### src/rtl/bre_pkg.sv
// Shared widths, codes and helper functions of the binned RMS envelope.
// No dependencies; imported by every module of the block.
package bre_pkg;

   // Field and state widths
   localparam int SAMPLE_BITS   = 24;
   localparam int POSITION_BITS = 24;
   localparam int RANGE_BITS    = 24;
   localparam int COUNT_BITS    = 16;
   localparam int SUM_BITS      = 62;
   localparam int RMS_BITS      = 23;
   localparam int CSR_ADDR_BITS = 2;
   localparam int CSR_DATA_BITS = 24;

   // Stream data widths, rounded up to whole bytes
   localparam int REQ_DATA_BITS = ((SAMPLE_BITS + 7) / 8) * 8;
   localparam int RSP_DATA_BITS = ((RMS_BITS + 7) / 8) * 8;

   // Datapath widths
   localparam int PROD_BITS = 2 * SAMPLE_BITS;
   localparam int QUOT_BITS = 64;
   localparam int ROOT_BITS = QUOT_BITS / 2;
   localparam int ADD_BITS  = ((SUM_BITS > PROD_BITS) ? SUM_BITS : PROD_BITS) + 1;
   localparam int CMP_BITS  = ((POSITION_BITS > RANGE_BITS) ? POSITION_BITS : RANGE_BITS) + 1;

   // Step counter widths of the serial units
   localparam int SQR_CNT_BITS  = $clog2(SAMPLE_BITS);
   localparam int DIV_CNT_BITS  = $clog2(QUOT_BITS);
   localparam int ROOT_CNT_BITS = $clog2(ROOT_BITS);

   // Alignment of the sum of squares to a Q0.46 mean before the root
   localparam int SCALE_UP = (SAMPLE_BITS <= 24) ? (48 - 2 * SAMPLE_BITS) : 0;
   localparam int SCALE_DN = (SAMPLE_BITS > 24) ? (2 * SAMPLE_BITS - 48) : 0;

   localparam logic [SUM_BITS-1:0]      SUM_MAX     = {SUM_BITS{1'b1}};
   localparam logic [POSITION_BITS-1:0] POS_MAX     = {POSITION_BITS{1'b1}};
   localparam logic [RMS_BITS-1:0]      RMS_MAX     = {RMS_BITS{1'b1}};
   localparam logic [COUNT_BITS-1:0]    SPB_DEFAULT = COUNT_BITS'(1024);

   // Configuration register indexes
   typedef enum logic [CSR_ADDR_BITS-1:0] {
      CSR_RANGE_START = 2'd0,
      CSR_RANGE_END   = 2'd1,
      CSR_BIN_LENGTH  = 2'd2
   } csr_index_type;

   // Sequencer states
   typedef enum logic [2:0] {
      ST_IDLE,
      ST_SQUARE,
      ST_DIVIDE,
      ST_ROOT,
      ST_HOLD
   } state_type;

   // Align the sum of squares for the divider
   function automatic logic [QUOT_BITS-1:0] scale_sum(input logic [SUM_BITS-1:0] sum);
      logic [QUOT_BITS-1:0] wide;
      wide = QUOT_BITS'(sum);
      return (wide << SCALE_UP) >> SCALE_DN;
   endfunction

endpackage

### src/rtl/bre_squarer.sv
// Bit-serial squarer: one multiplier bit per cycle, shift-and-add.
// Depends on bre_pkg.
module bre_squarer import bre_pkg::*; (
   input  logic                   clock,
   input  logic                   reset,
   input  logic                   start,
   input  logic [SAMPLE_BITS-1:0] mag,
   output logic                   done,
   output logic [PROD_BITS-1:0]   product
);

   logic [SAMPLE_BITS:0]      hi_ff, hi_in;
   logic [SAMPLE_BITS-1:0]    lo_ff, lo_in;
   logic [SAMPLE_BITS-1:0]    mcand_ff;
   logic [SQR_CNT_BITS-1:0]   cnt_ff;
   logic                      busy_ff;
   logic                      done_ff;
   logic [SAMPLE_BITS:0]      partial;

   // Add the multiplicand on a set bit, then shift the pair right
   always_comb begin
      partial = hi_ff + (lo_ff[0] ? {1'b0, mcand_ff} : '0);
      hi_in   = {1'b0, partial[SAMPLE_BITS:1]};
      lo_in   = {partial[0], lo_ff[SAMPLE_BITS-1:1]};
   end

   // Step control
   always_ff @(posedge clock) begin
      if (reset) begin
         busy_ff <= 1'b0;
         done_ff <= 1'b0;
      end else begin
         done_ff <= 1'b0;
         if (start) begin
            busy_ff <= 1'b1;
         end else if (busy_ff && cnt_ff == '0) begin
            busy_ff <= 1'b0;
            done_ff <= 1'b1;
         end
      end
   end

   // Datapath
   always_ff @(posedge clock) begin
      if (start) begin
         hi_ff    <= '0;
         lo_ff    <= mag;
         mcand_ff <= mag;
         cnt_ff   <= SQR_CNT_BITS'(SAMPLE_BITS - 1);
      end else if (busy_ff) begin
         hi_ff  <= hi_in;
         lo_ff  <= lo_in;
         cnt_ff <= cnt_ff - 1'b1;
      end
   end

   assign done    = done_ff;
   assign product = {hi_ff[SAMPLE_BITS-1:0], lo_ff};

endmodule

### src/rtl/bre_divider.sv
// Restoring divider, one quotient bit per cycle.
// Depends on bre_pkg.
module bre_divider import bre_pkg::*; (
   input  logic                  clock,
   input  logic                  reset,
   input  logic                  start,
   input  logic [QUOT_BITS-1:0]  dividend,
   input  logic [COUNT_BITS-1:0] divisor,
   output logic                  done,
   output logic [QUOT_BITS-1:0]  quotient
);

   logic [QUOT_BITS-1:0]  quo_ff;
   logic [COUNT_BITS-1:0] rem_ff, rem_in;
   logic [COUNT_BITS-1:0] div_ff;
   logic [DIV_CNT_BITS-1:0] cnt_ff;
   logic                  busy_ff;
   logic                  done_ff;
   logic [COUNT_BITS:0]   trial;
   logic [COUNT_BITS:0]   diff;
   logic                  ge;

   // Bring down the next dividend bit and try the subtract
   always_comb begin
      trial  = {rem_ff, quo_ff[QUOT_BITS-1]};
      diff   = trial - {1'b0, div_ff};
      ge     = trial >= {1'b0, div_ff};
      rem_in = ge ? diff[COUNT_BITS-1:0] : trial[COUNT_BITS-1:0];
   end

   // Step control
   always_ff @(posedge clock) begin
      if (reset) begin
         busy_ff <= 1'b0;
         done_ff <= 1'b0;
      end else begin
         done_ff <= 1'b0;
         if (start) begin
            busy_ff <= 1'b1;
         end else if (busy_ff && cnt_ff == '0) begin
            busy_ff <= 1'b0;
            done_ff <= 1'b1;
         end
      end
   end

   // Datapath: quotient bits shift in where dividend bits leave
   always_ff @(posedge clock) begin
      if (start) begin
         quo_ff <= dividend;
         rem_ff <= '0;
         div_ff <= divisor;
         cnt_ff <= DIV_CNT_BITS'(QUOT_BITS - 1);
      end else if (busy_ff) begin
         quo_ff <= {quo_ff[QUOT_BITS-2:0], ge};
         rem_ff <= rem_in;
         cnt_ff <= cnt_ff - 1'b1;
      end
   end

   assign done     = done_ff;
   assign quotient = quo_ff;

endmodule

### src/rtl/bre_sqrt.sv
// Digit-by-digit integer square root, one root bit per cycle.
// Depends on bre_pkg.
module bre_sqrt import bre_pkg::*; (
   input  logic                 clock,
   input  logic                 reset,
   input  logic                 start,
   input  logic [QUOT_BITS-1:0] radicand,
   output logic                 done,
   output logic [ROOT_BITS-1:0] root
);

   logic [QUOT_BITS-1:0]     rad_ff;
   logic [ROOT_BITS:0]       rem_ff, rem_in;
   logic [ROOT_BITS-1:0]     root_ff;
   logic [ROOT_CNT_BITS-1:0] cnt_ff;
   logic                     busy_ff;
   logic                     done_ff;
   logic [ROOT_BITS+2:0]     trial_rem;
   logic [ROOT_BITS+2:0]     trial_sub;
   logic [ROOT_BITS+2:0]     diff;
   logic                     ge;

   // Bring down two radicand bits and try 4*root+1
   always_comb begin
      trial_rem = {rem_ff, rad_ff[QUOT_BITS-1:QUOT_BITS-2]};
      trial_sub = {1'b0, root_ff, 2'b01};
      diff      = trial_rem - trial_sub;
      ge        = trial_rem >= trial_sub;
      rem_in    = ge ? diff[ROOT_BITS:0] : trial_rem[ROOT_BITS:0];
   end

   // Step control
   always_ff @(posedge clock) begin
      if (reset) begin
         busy_ff <= 1'b0;
         done_ff <= 1'b0;
      end else begin
         done_ff <= 1'b0;
         if (start) begin
            busy_ff <= 1'b1;
         end else if (busy_ff && cnt_ff == '0) begin
            busy_ff <= 1'b0;
            done_ff <= 1'b1;
         end
      end
   end

   // Datapath
   always_ff @(posedge clock) begin
      if (start) begin
         rad_ff  <= radicand;
         rem_ff  <= '0;
         root_ff <= '0;
         cnt_ff  <= ROOT_CNT_BITS'(ROOT_BITS - 1);
      end else if (busy_ff) begin
         rad_ff  <= {rad_ff[QUOT_BITS-3:0], 2'b00};
         rem_ff  <= rem_in;
         root_ff <= {root_ff[ROOT_BITS-2:0], ge};
         cnt_ff  <= cnt_ff - 1'b1;
      end
   end

   assign done = done_ff;
   assign root = root_ff;

endmodule

### src/rtl/binned_rms_envelope.sv
// Binned RMS envelope: req_ carries signed samples (tdata) with tlast on the
// final sample of the data; rsp_ carries one RMS value per bin (tdata) with
// tlast on the last bin of the range; csr_ writes range_start (index 0),
// range_end (index 1) and the bin length (index 2); the user must write these
// only while the block is idle, which the block itself does not enforce.
// Samples are numbered from zero. From range_start the block sums squares
// over bins of the configured length and reports floor(sqrt(sum / bin length)),
// saturated to Q0.23. A sample marked tlast flushes the open bin; after it,
// or after the last bin, inputs are dropped until reset.
// Samples are taken only in the idle state: a sample outside any bin needs
// no further work, while a sample inside a bin is first squared by the
// bit-serial squarer. A sample that closes a bin then goes through the
// bit-serial divider and square root, and its result loads the output
// register once that is free; no new sample is taken until then.
// Reset clears position, sums, the finished flag and the output valid flag and
// loads the register defaults. When rsp_tready is low the result holds in the
// output register; the next bin's samples are still taken, and the block
// stalls only when a second result is ready before the first leaves.
module binned_rms_envelope import bre_pkg::*; (
   input  logic                     clock,
   input  logic                     reset,
   // Sample stream
   input  logic                     req_tvalid,
   output logic                     req_tready,
   input  logic [REQ_DATA_BITS-1:0] req_tdata,   // [23:0] sample
   input  logic                     req_tlast,
   // Result stream
   output logic                     rsp_tvalid,
   input  logic                     rsp_tready,
   output logic [RSP_DATA_BITS-1:0] rsp_tdata,   // [22:0] rms, [23] zero
   output logic                     rsp_tlast,
   // Register writes
   input  logic                     csr_we,
   input  logic [CSR_ADDR_BITS-1:0] csr_addr,
   input  logic [CSR_DATA_BITS-1:0] csr_wdata
);

   state_type state_ff, state_in;

   logic [RANGE_BITS-1:0]    range_start_ff;
   logic [RANGE_BITS-1:0]    range_end_ff;
   logic [COUNT_BITS-1:0]    spb_ff;

   logic [POSITION_BITS-1:0] pos_ff;
   logic [SUM_BITS-1:0]      sum_ff;
   logic [COUNT_BITS-1:0]    count_ff;
   logic [POSITION_BITS-1:0] open_pos_ff;
   logic                     finished_ff;
   logic                     last_ff;
   logic                     fin_ff;

   logic                     rsp_valid_ff;
   logic [RMS_BITS-1:0]      rsp_rms_ff;
   logic                     rsp_final_ff;

   logic                     accept;
   logic [SAMPLE_BITS-1:0]   sample_raw;
   logic [SAMPLE_BITS-1:0]   mag;
   logic [POSITION_BITS-1:0] open_pos_cur;
   logic                     bin_active;
   logic                     fin_in;
   logic [POSITION_BITS-1:0] pos_in;
   logic [ADD_BITS-1:0]      sum_wide;
   logic [SUM_BITS-1:0]      sum_next;
   logic [COUNT_BITS-1:0]    count_next;
   logic [COUNT_BITS-1:0]    bin_len;
   logic                     bin_close;
   logic                     rsp_free;
   logic [RMS_BITS-1:0]      rms_sat;

   logic                     sqr_start, sqr_done;
   logic [PROD_BITS-1:0]     sqr_product;
   logic                     div_start, div_done;
   logic [QUOT_BITS-1:0]     div_quotient;
   logic                     root_start, root_done;
   logic [ROOT_BITS-1:0]     root_value;
   logic                     rsp_load;

   // Take apart the input beat and precompute the per-sample decisions
   always_comb begin
      accept        = req_tvalid && req_tready;
      sample_raw    = req_tdata[SAMPLE_BITS-1:0];
      mag           = sample_raw[SAMPLE_BITS-1] ? (~sample_raw + 1'b1) : sample_raw;
      open_pos_cur  = (pos_ff == '0) ? POSITION_BITS'(range_start_ff) : open_pos_ff;
      bin_active    = (count_ff != '0) ||
                      ((pos_ff == open_pos_cur) &&
                       (CMP_BITS'(open_pos_cur) < CMP_BITS'(range_end_ff)));
      fin_in        = req_tlast || (pos_ff == POS_MAX) ||
                      ((CMP_BITS'(pos_ff) + CMP_BITS'(1)) >= CMP_BITS'(range_end_ff));
      pos_in        = (pos_ff == POS_MAX) ? pos_ff : pos_ff + 1'b1;
   end

   // Saturating accumulate and bin close test
   always_comb begin
      sum_wide   = ADD_BITS'(sum_ff) + ADD_BITS'(sqr_product);
      sum_next   = (sum_wide > ADD_BITS'(SUM_MAX)) ? SUM_MAX : sum_wide[SUM_BITS-1:0];
      count_next = count_ff + 1'b1;
      bin_len    = (spb_ff == '0) ? COUNT_BITS'(1) : spb_ff;
      bin_close  = (count_next >= bin_len) || last_ff;
      rsp_free   = !rsp_valid_ff || rsp_tready;
      rms_sat    = (root_value > ROOT_BITS'(RMS_MAX)) ? RMS_MAX : root_value[RMS_BITS-1:0];
   end

   // Sequencer: next state and unit starts
   always_comb begin
      state_in   = state_ff;
      sqr_start  = 1'b0;
      div_start  = 1'b0;
      root_start = 1'b0;
      rsp_load   = 1'b0;
      case (state_ff)
         ST_IDLE: begin
            if (accept && !finished_ff && bin_active) begin
               sqr_start = 1'b1;
               state_in  = ST_SQUARE;
            end
         end
         ST_SQUARE: begin
            if (sqr_done) begin
               if (bin_close) begin
                  div_start = 1'b1;
                  state_in  = ST_DIVIDE;
               end else begin
                  state_in = ST_IDLE;
               end
            end
         end
         ST_DIVIDE: begin
            if (div_done) begin
               root_start = 1'b1;
               state_in   = ST_ROOT;
            end
         end
         ST_ROOT: begin
            if (root_done) begin
               if (rsp_free) begin
                  rsp_load = 1'b1;
                  state_in = ST_IDLE;
               end else begin
                  state_in = ST_HOLD;
               end
            end
         end
         ST_HOLD: begin
            if (rsp_free) begin
               rsp_load = 1'b1;
               state_in = ST_IDLE;
            end
         end
         default: begin
            state_in = ST_IDLE;
         end
      endcase
   end

   always_ff @(posedge clock) begin
      if (reset) begin
         state_ff <= ST_IDLE;
      end else begin
         state_ff <= state_in;
      end
   end

   // Configuration registers
   always_ff @(posedge clock) begin
      if (reset) begin
         range_start_ff <= '0;
         range_end_ff   <= '0;
         spb_ff         <= SPB_DEFAULT;
      end else if (csr_we) begin
         case (csr_index_type'(csr_addr))
            CSR_RANGE_START: range_start_ff <= csr_wdata[RANGE_BITS-1:0];
            CSR_RANGE_END:   range_end_ff   <= csr_wdata[RANGE_BITS-1:0];
            CSR_BIN_LENGTH:  spb_ff         <= csr_wdata[COUNT_BITS-1:0];
            default: ;
         endcase
      end
   end

   // Bin state: advance position on each taken sample until finished, accumulate after squaring
   always_ff @(posedge clock) begin
      if (reset) begin
         pos_ff       <= '0;
         sum_ff       <= '0;
         count_ff     <= '0;
         open_pos_ff  <= '0;
         finished_ff  <= 1'b0;
         last_ff      <= 1'b0;
         fin_ff       <= 1'b0;
      end else begin
         if (accept && !finished_ff) begin
            pos_ff       <= pos_in;
            open_pos_ff  <= open_pos_cur;
            last_ff      <= req_tlast;
            fin_ff       <= fin_in;
            if (!bin_active && req_tlast) begin
               finished_ff <= 1'b1;
            end
         end
         if (state_ff == ST_SQUARE && sqr_done) begin
            if (bin_close) begin
               sum_ff   <= '0;
               count_ff <= '0;
               if (fin_ff) begin
                  finished_ff <= 1'b1;
               end else begin
                  open_pos_ff <= pos_ff;
               end
            end else begin
               sum_ff   <= sum_next;
               count_ff <= count_next;
            end
         end
      end
   end

   // Output register: hold until taken
   always_ff @(posedge clock) begin
      if (reset) begin
         rsp_valid_ff <= 1'b0;
      end else if (rsp_load) begin
         rsp_valid_ff <= 1'b1;
      end else if (rsp_tready) begin
         rsp_valid_ff <= 1'b0;
      end
   end

   always_ff @(posedge clock) begin
      if (rsp_load) begin
         rsp_rms_ff   <= rms_sat;
         rsp_final_ff <= fin_ff;
      end
   end

   bre_squarer u_squarer (
      .clock   (clock),
      .reset   (reset),
      .start   (sqr_start),
      .mag     (mag),
      .done    (sqr_done),
      .product (sqr_product)
   );

   bre_divider u_divider (
      .clock    (clock),
      .reset    (reset),
      .start    (div_start),
      .dividend (scale_sum(sum_next)),
      .divisor  (bin_len),
      .done     (div_done),
      .quotient (div_quotient)
   );

   bre_sqrt u_sqrt (
      .clock    (clock),
      .reset    (reset),
      .start    (root_start),
      .radicand (div_quotient),
      .done     (root_done),
      .root     (root_value)
   );

   assign req_tready = (state_ff == ST_IDLE);
   assign rsp_tvalid = rsp_valid_ff;
   assign rsp_tdata  = {{(RSP_DATA_BITS - RMS_BITS){1'b0}}, rsp_rms_ff};
   assign rsp_tlast  = rsp_final_ff;

endmodule

### config.mk
export PLATFORM = sky130hd
export DESIGN_NAME = binned_rms_envelope
export DESIGN_NICKNAME = d
export VERILOG_FILES = /design/src/rtl/bre_pkg.sv /design/src/rtl/bre_squarer.sv /design/src/rtl/bre_divider.sv /design/src/rtl/bre_sqrt.sv /design/src/rtl/binned_rms_envelope.sv
export SDC_FILE = /design/constraint.sdc
export NUM_CORES = 1
export LEC_CHECK = 0
export CAP_MARGIN = 20
export CORE_ASPECT_RATIO = 2
export CORE_MARGIN = 1.5
export CORE_UTILIZATION = 23
export DETAILED_ROUTE_END_ITERATION = 12
export DONT_BUFFER_PORTS = 1
export GPL_ROUTABILITY_DRIVEN = 0
export PLACE_DENSITY = 0.42
export SETUP_SLACK_MARGIN = 0.1
export SYNTH_ARGS = -nofsm -noshare
export SYNTH_HDL_FRONTEND = slang
export SYNTH_HIERARCHICAL = 1
export SYNTH_SLANG_ARGS = --single-unit
### constraint.sdc
create_clock -name clock -period 15.8 [get_ports clock]
set_clock_uncertainty 0.1 [all_clocks]
set_input_delay 3.16 -clock clock [delete_from_list [all_inputs] [get_ports clock]]
set_output_delay 3.16 -clock clock [all_outputs]
set_load 0.02 [all_outputs]
==> reports/metrics.yaml <==
clock_tree:
  clock-sinks: 540
  cts-buffers-inserted: 58
  clkTransAtPathRegs_ns: 0.07
  cts_resized: 0
  cts_hold_buf: 0
  h-tree-depth: 2
  clock_latency_ns: 0.70
  cts_setup_buffers: 0
  root_buffer: "clkbuf_16"
  cts_buffer_depth: 3
  cts_tree: "done"
worst_setup_path:
  worstPathRequired_ns: 15.95
  crit_path_end_kind: "flip-flop"
  timing.rr.start: "pos_ff[0]"
  critPathMaxFanout: 31
  reg2reg_depth: 20
  crit_arrival_ns: 6.96
  start_kind: "flip-flop"
  crit_type: "flip-flop to flip-flop"
  r2r_end: "u_squarer/lo_ff[2]"
  rrSetupSlack_ns: 8.99
hold_path:
  hold_class: "flip-flop to flip-flop"
  hold_start: "range_end_ff[19]"
  min_to: "range_end_ff[19]"
  hold_path_depth: 2
timing:
  setup_tns_ns: 0
  fmax_mhz: 146.7
  min_period_over_period: 0.4313
  hold_viol: 0
  fin_crit_ns: 6.814
  slew_viol_final: 0
  tightest_slew_ns: 1.042
  rsz0062_at_grt: "false"
  timing.slew.headroom: 0.2872
  finalSetupViolCount: 0
routing:
  drc: 0
  wirelength_um: 98070
  drt-pass1-iter-count: 6
  final_antenna_net_count: 0
  dr_total_vias: 24500
  avgViaCountPerCell: 4.672
  post_drt_wl_per_cell_um: 18.70
  drtIter0Drc: 1087
run:
  maxCapViolCount: 0
grt:
  grt_pass1_vias: 25720
  antenna_found_initial: 2
  overflow: 0
  grtUsageMet2: 0.2838
  grt_max_degree: 149
  grt-busiest-layer: "met2"
  grtUsageTotal: 0.1364
  grt_use_met3: 0.01449
  grt_first_pass_wirelength_um: 150800
  use_met1: 0.1275
synthesis:
  yosysSeqAreaShare: 0.4038
  ys_seq_elements: 540
  netlist_area_um2: 32120
  synth_ff_type: "dfxtp_1"
  synth_cells: 3452
  avgSynthCellArea_um2: 9.306
  synth_cell_types: 109
  yosys_warnings: 6
  async_reset_ff_frac: 0
  synth-edff-count: 216
cells_and_area:
  syn_to_final_growth_pct: 11.63
  multi_input_area_um2: 17660
  drive_above_1_share: 0.1221
  register_area_um2: 12980
  nFillCells: 14830
  nets: 3593
floorplan:
  io_pins: 83
  die-area_um2: 142100
  core_area_um2: 138400
  rows: 193
  initial_utilization: 0.2322
  chipHeight_um: 531.5
  dieWidth_um: 267.3
placed_design:
  io_buffers: 0
  dp_hpwl_um: 74290
power_and_ir_drop:
  pwr-share-clk: 0.381
  intPower_mw: 2.666
  share_seq_of_total_power: 0.415
  p_sw_mw: 1.222
  comb_power_share: 0.204
  p_per_area_nw_per_um2: 108.4
  p_leak_nw: 13.50
  switching_share: 0.3142
  ir_drop_mv: 0.09805
  finalPower_mw: 3.888
status:
  status: "finished, final reports clean"
-- cells by family after synthesis --
logic type      share of synthesized area
simple gates                       0.1632
compound gates                     0.1665
flops                              0.4038
buf+inv                           0.04849
mux                               0.08327
xor+xnor                          0.05753
fa+ha+maj                         0.07704
other cells                     0.0001167
-- state kept, by name (all words and copies together), names as in the netlist, 3 cells and up --
signal / count
count_ff: 16
open_pos_ff: 24
pos_ff: 24
range_end_ff: 24
range_start_ff: 24
rsp_rms_ff: 23
spb_ff: 16
state_ff: 3
sum_ff: 62
u_divider/cnt_ff: 6
u_divider/div_ff: 16
u_divider/quotient: 64
u_divider/rem_ff: 16
u_sqrt/cnt_ff: 5
u_sqrt/rad_ff: 64
u_sqrt/rem_ff: 33
u_sqrt/root: 32
u_squarer/cnt_ff: 5
u_squarer/hi_ff: 24
u_squarer/lo_ff: 24
u_squarer/mcand_ff: 24
-- layout by cell type (no fill, tap or decap), types with 14 or more instances in the layout --
cell,synthesis,layout
a211o_1,14,14
a211oi_1,15,15
a21o_1,67,67
a21oi_1,250,250
a22o_1,54,54
a311oi_1,17,17
a31oi_1,22,22
and2_1,37,35
and3_1,33,33
buf_4,7,28
clkbuf_16,0,61
dfxtp_1,324,323
edfxtp_1,216,216
ha_1,193,193
inv_1,164,161
mux2_2,174,174
mux2i_1,70,70
nand2_1,422,422
nand2b_1,40,40
nand3_1,75,75
nand3b_1,15,15
nand4_1,50,50
nor2_1,224,223
nor2b_1,30,29
nor3_1,46,44
nor4_1,22,22
o211ai_1,18,18
o21a_1,24,24
o21ai_0,128,128
o21ai_1,23,21
o21bai_1,21,21
o31ai_1,16,15
or2_2,26,26
or3_1,20,20
xnor2_1,149,149
xor2_1,62,62
-- stage by stage --
step	hold WS (ns)	setup WS [ns]	cells	utilization	cell area (um^2)
after floorplan	0.3292	9.731	3454	-	32130
after global placement	0.3431	9.004	5132	0.2441	33780
after detailed placement	0.3466	9.076	5132	0.2441	33780
after CTS	0.3559	8.942	5242	0.2591	35850
after global routing	0.3728	8.543	5244	0.2591	35860
final	0.3523	8.986	5244	0.2591	35860
-- layout make-up --
class                   count  share of cell area
clock inverters            34             0.01162
well taps                1852             0.06462
flip-flops and latches    540              0.3619
multi-input cells        2548              0.4925
inverters                 164             0.01717
repair buffers             29            0.006071
clock buffers              76             0.04602
diodes                      1          0.00006979
-- per-layer routing --
layer / share of wire / up-vias
met5: 0 / -
met4: 0.047 / 0
li1: - / 12130
met1: 0.35 / 11790
met3: 0.026 / 170
met2: 0.58 / 410
-- cell usage after synthesis (10+ instances only) --
master    count  area (um^2)
a21oi_1     250         1251
o21a_1       24        180.2
and2_1       37        231.5
ha_1        193         2415
buf_6        11        123.9
nand2b_1     40        250.2
nor4_1       22        137.6
clkbuf_1    132        495.5
nand2_1     422         1584
nand3_1      75        375.4
dfxtp_1     324         6486
o21bai_1     21        157.7
a21o_1       67        503.0
buf_1        12        45.04
xnor2_1     149         1305
mux2i_1      70        700.7
nand4_1      50        312.8
o31ai_1      16        120.1
edfxtp_1    216         6486
buf_2        38        190.2
a31oi_1      22        137.6
nand3b_1     15        112.6
mux2_2      174         1959
inv_1       164        615.6
nor2_1      224        840.8
o21ai_1      23        115.1
or2_2        26        162.7
o22ai_1      10        62.56
o211ai_1     18        135.1
nor3_1       46        230.2
and3_1       33        206.5
nand2_2      13        81.33
xor2_1       62        543.0
o21ai_0     128        640.6
a22o_1       54        473.0
a211oi_1     15        112.6
nor2b_1      30        187.7
a211o_1      14        122.6
or3_1        20        125.1
a311oi_1     17        148.9
a311oi_2     13        195.2
-- power groups by stage --
stage          Clock (mW)  Sequential [mW]  Combinational (mW)
2_1_floorplan           0             1.60               0.616
3_3_place_gp            0             1.65               0.795
3_5_place_dp            0             1.65               0.795
4_1_cts              1.55             1.62               0.799
5_1_grt              1.58             1.63               0.880
6_report             1.48             1.61               0.793
-- worst max-delay path: stages, from the launching register on --
cell       delay [ns]
dfxtp_1          0.39
inv_1            0.17
ha_1             0.22
nor4b_1          0.24
nand4_1          0.17
nor2_2           0.19
buf_4            0.42
mux2_2           0.42
ha_1             0.18
a21o_1           0.17
a21o_1           0.17
a2111oi_0        0.92
o211ai_1         0.21
nor4_1           0.33
nand4_1          0.14
o31ai_2          0.37
nand2_1          0.20
inv_2            0.09
buf_4            0.35
nor2_1           0.10
inv_1            0.73
-- worst max path at each step --
| stage | slack, ns | startpoint | to |
|---|---|---|---|
| floorplan | 9.73 | count_ff[2] | u_divider/quotient[0] |
| global placement | 9.00 | pos_ff[0] | u_squarer/lo_ff[2] |
| detailed placement | 9.08 | pos_ff[0] | u_squarer/lo_ff[2] |
| CTS | 8.94 | pos_ff[0] | u_squarer/lo_ff[2] |
| global route | 8.54 | pos_ff[0] | u_squarer/lo_ff[8] |
| finish | 8.99 | pos_ff[0] | u_squarer/lo_ff[2] |
Power figures use the tool's default switching activity.
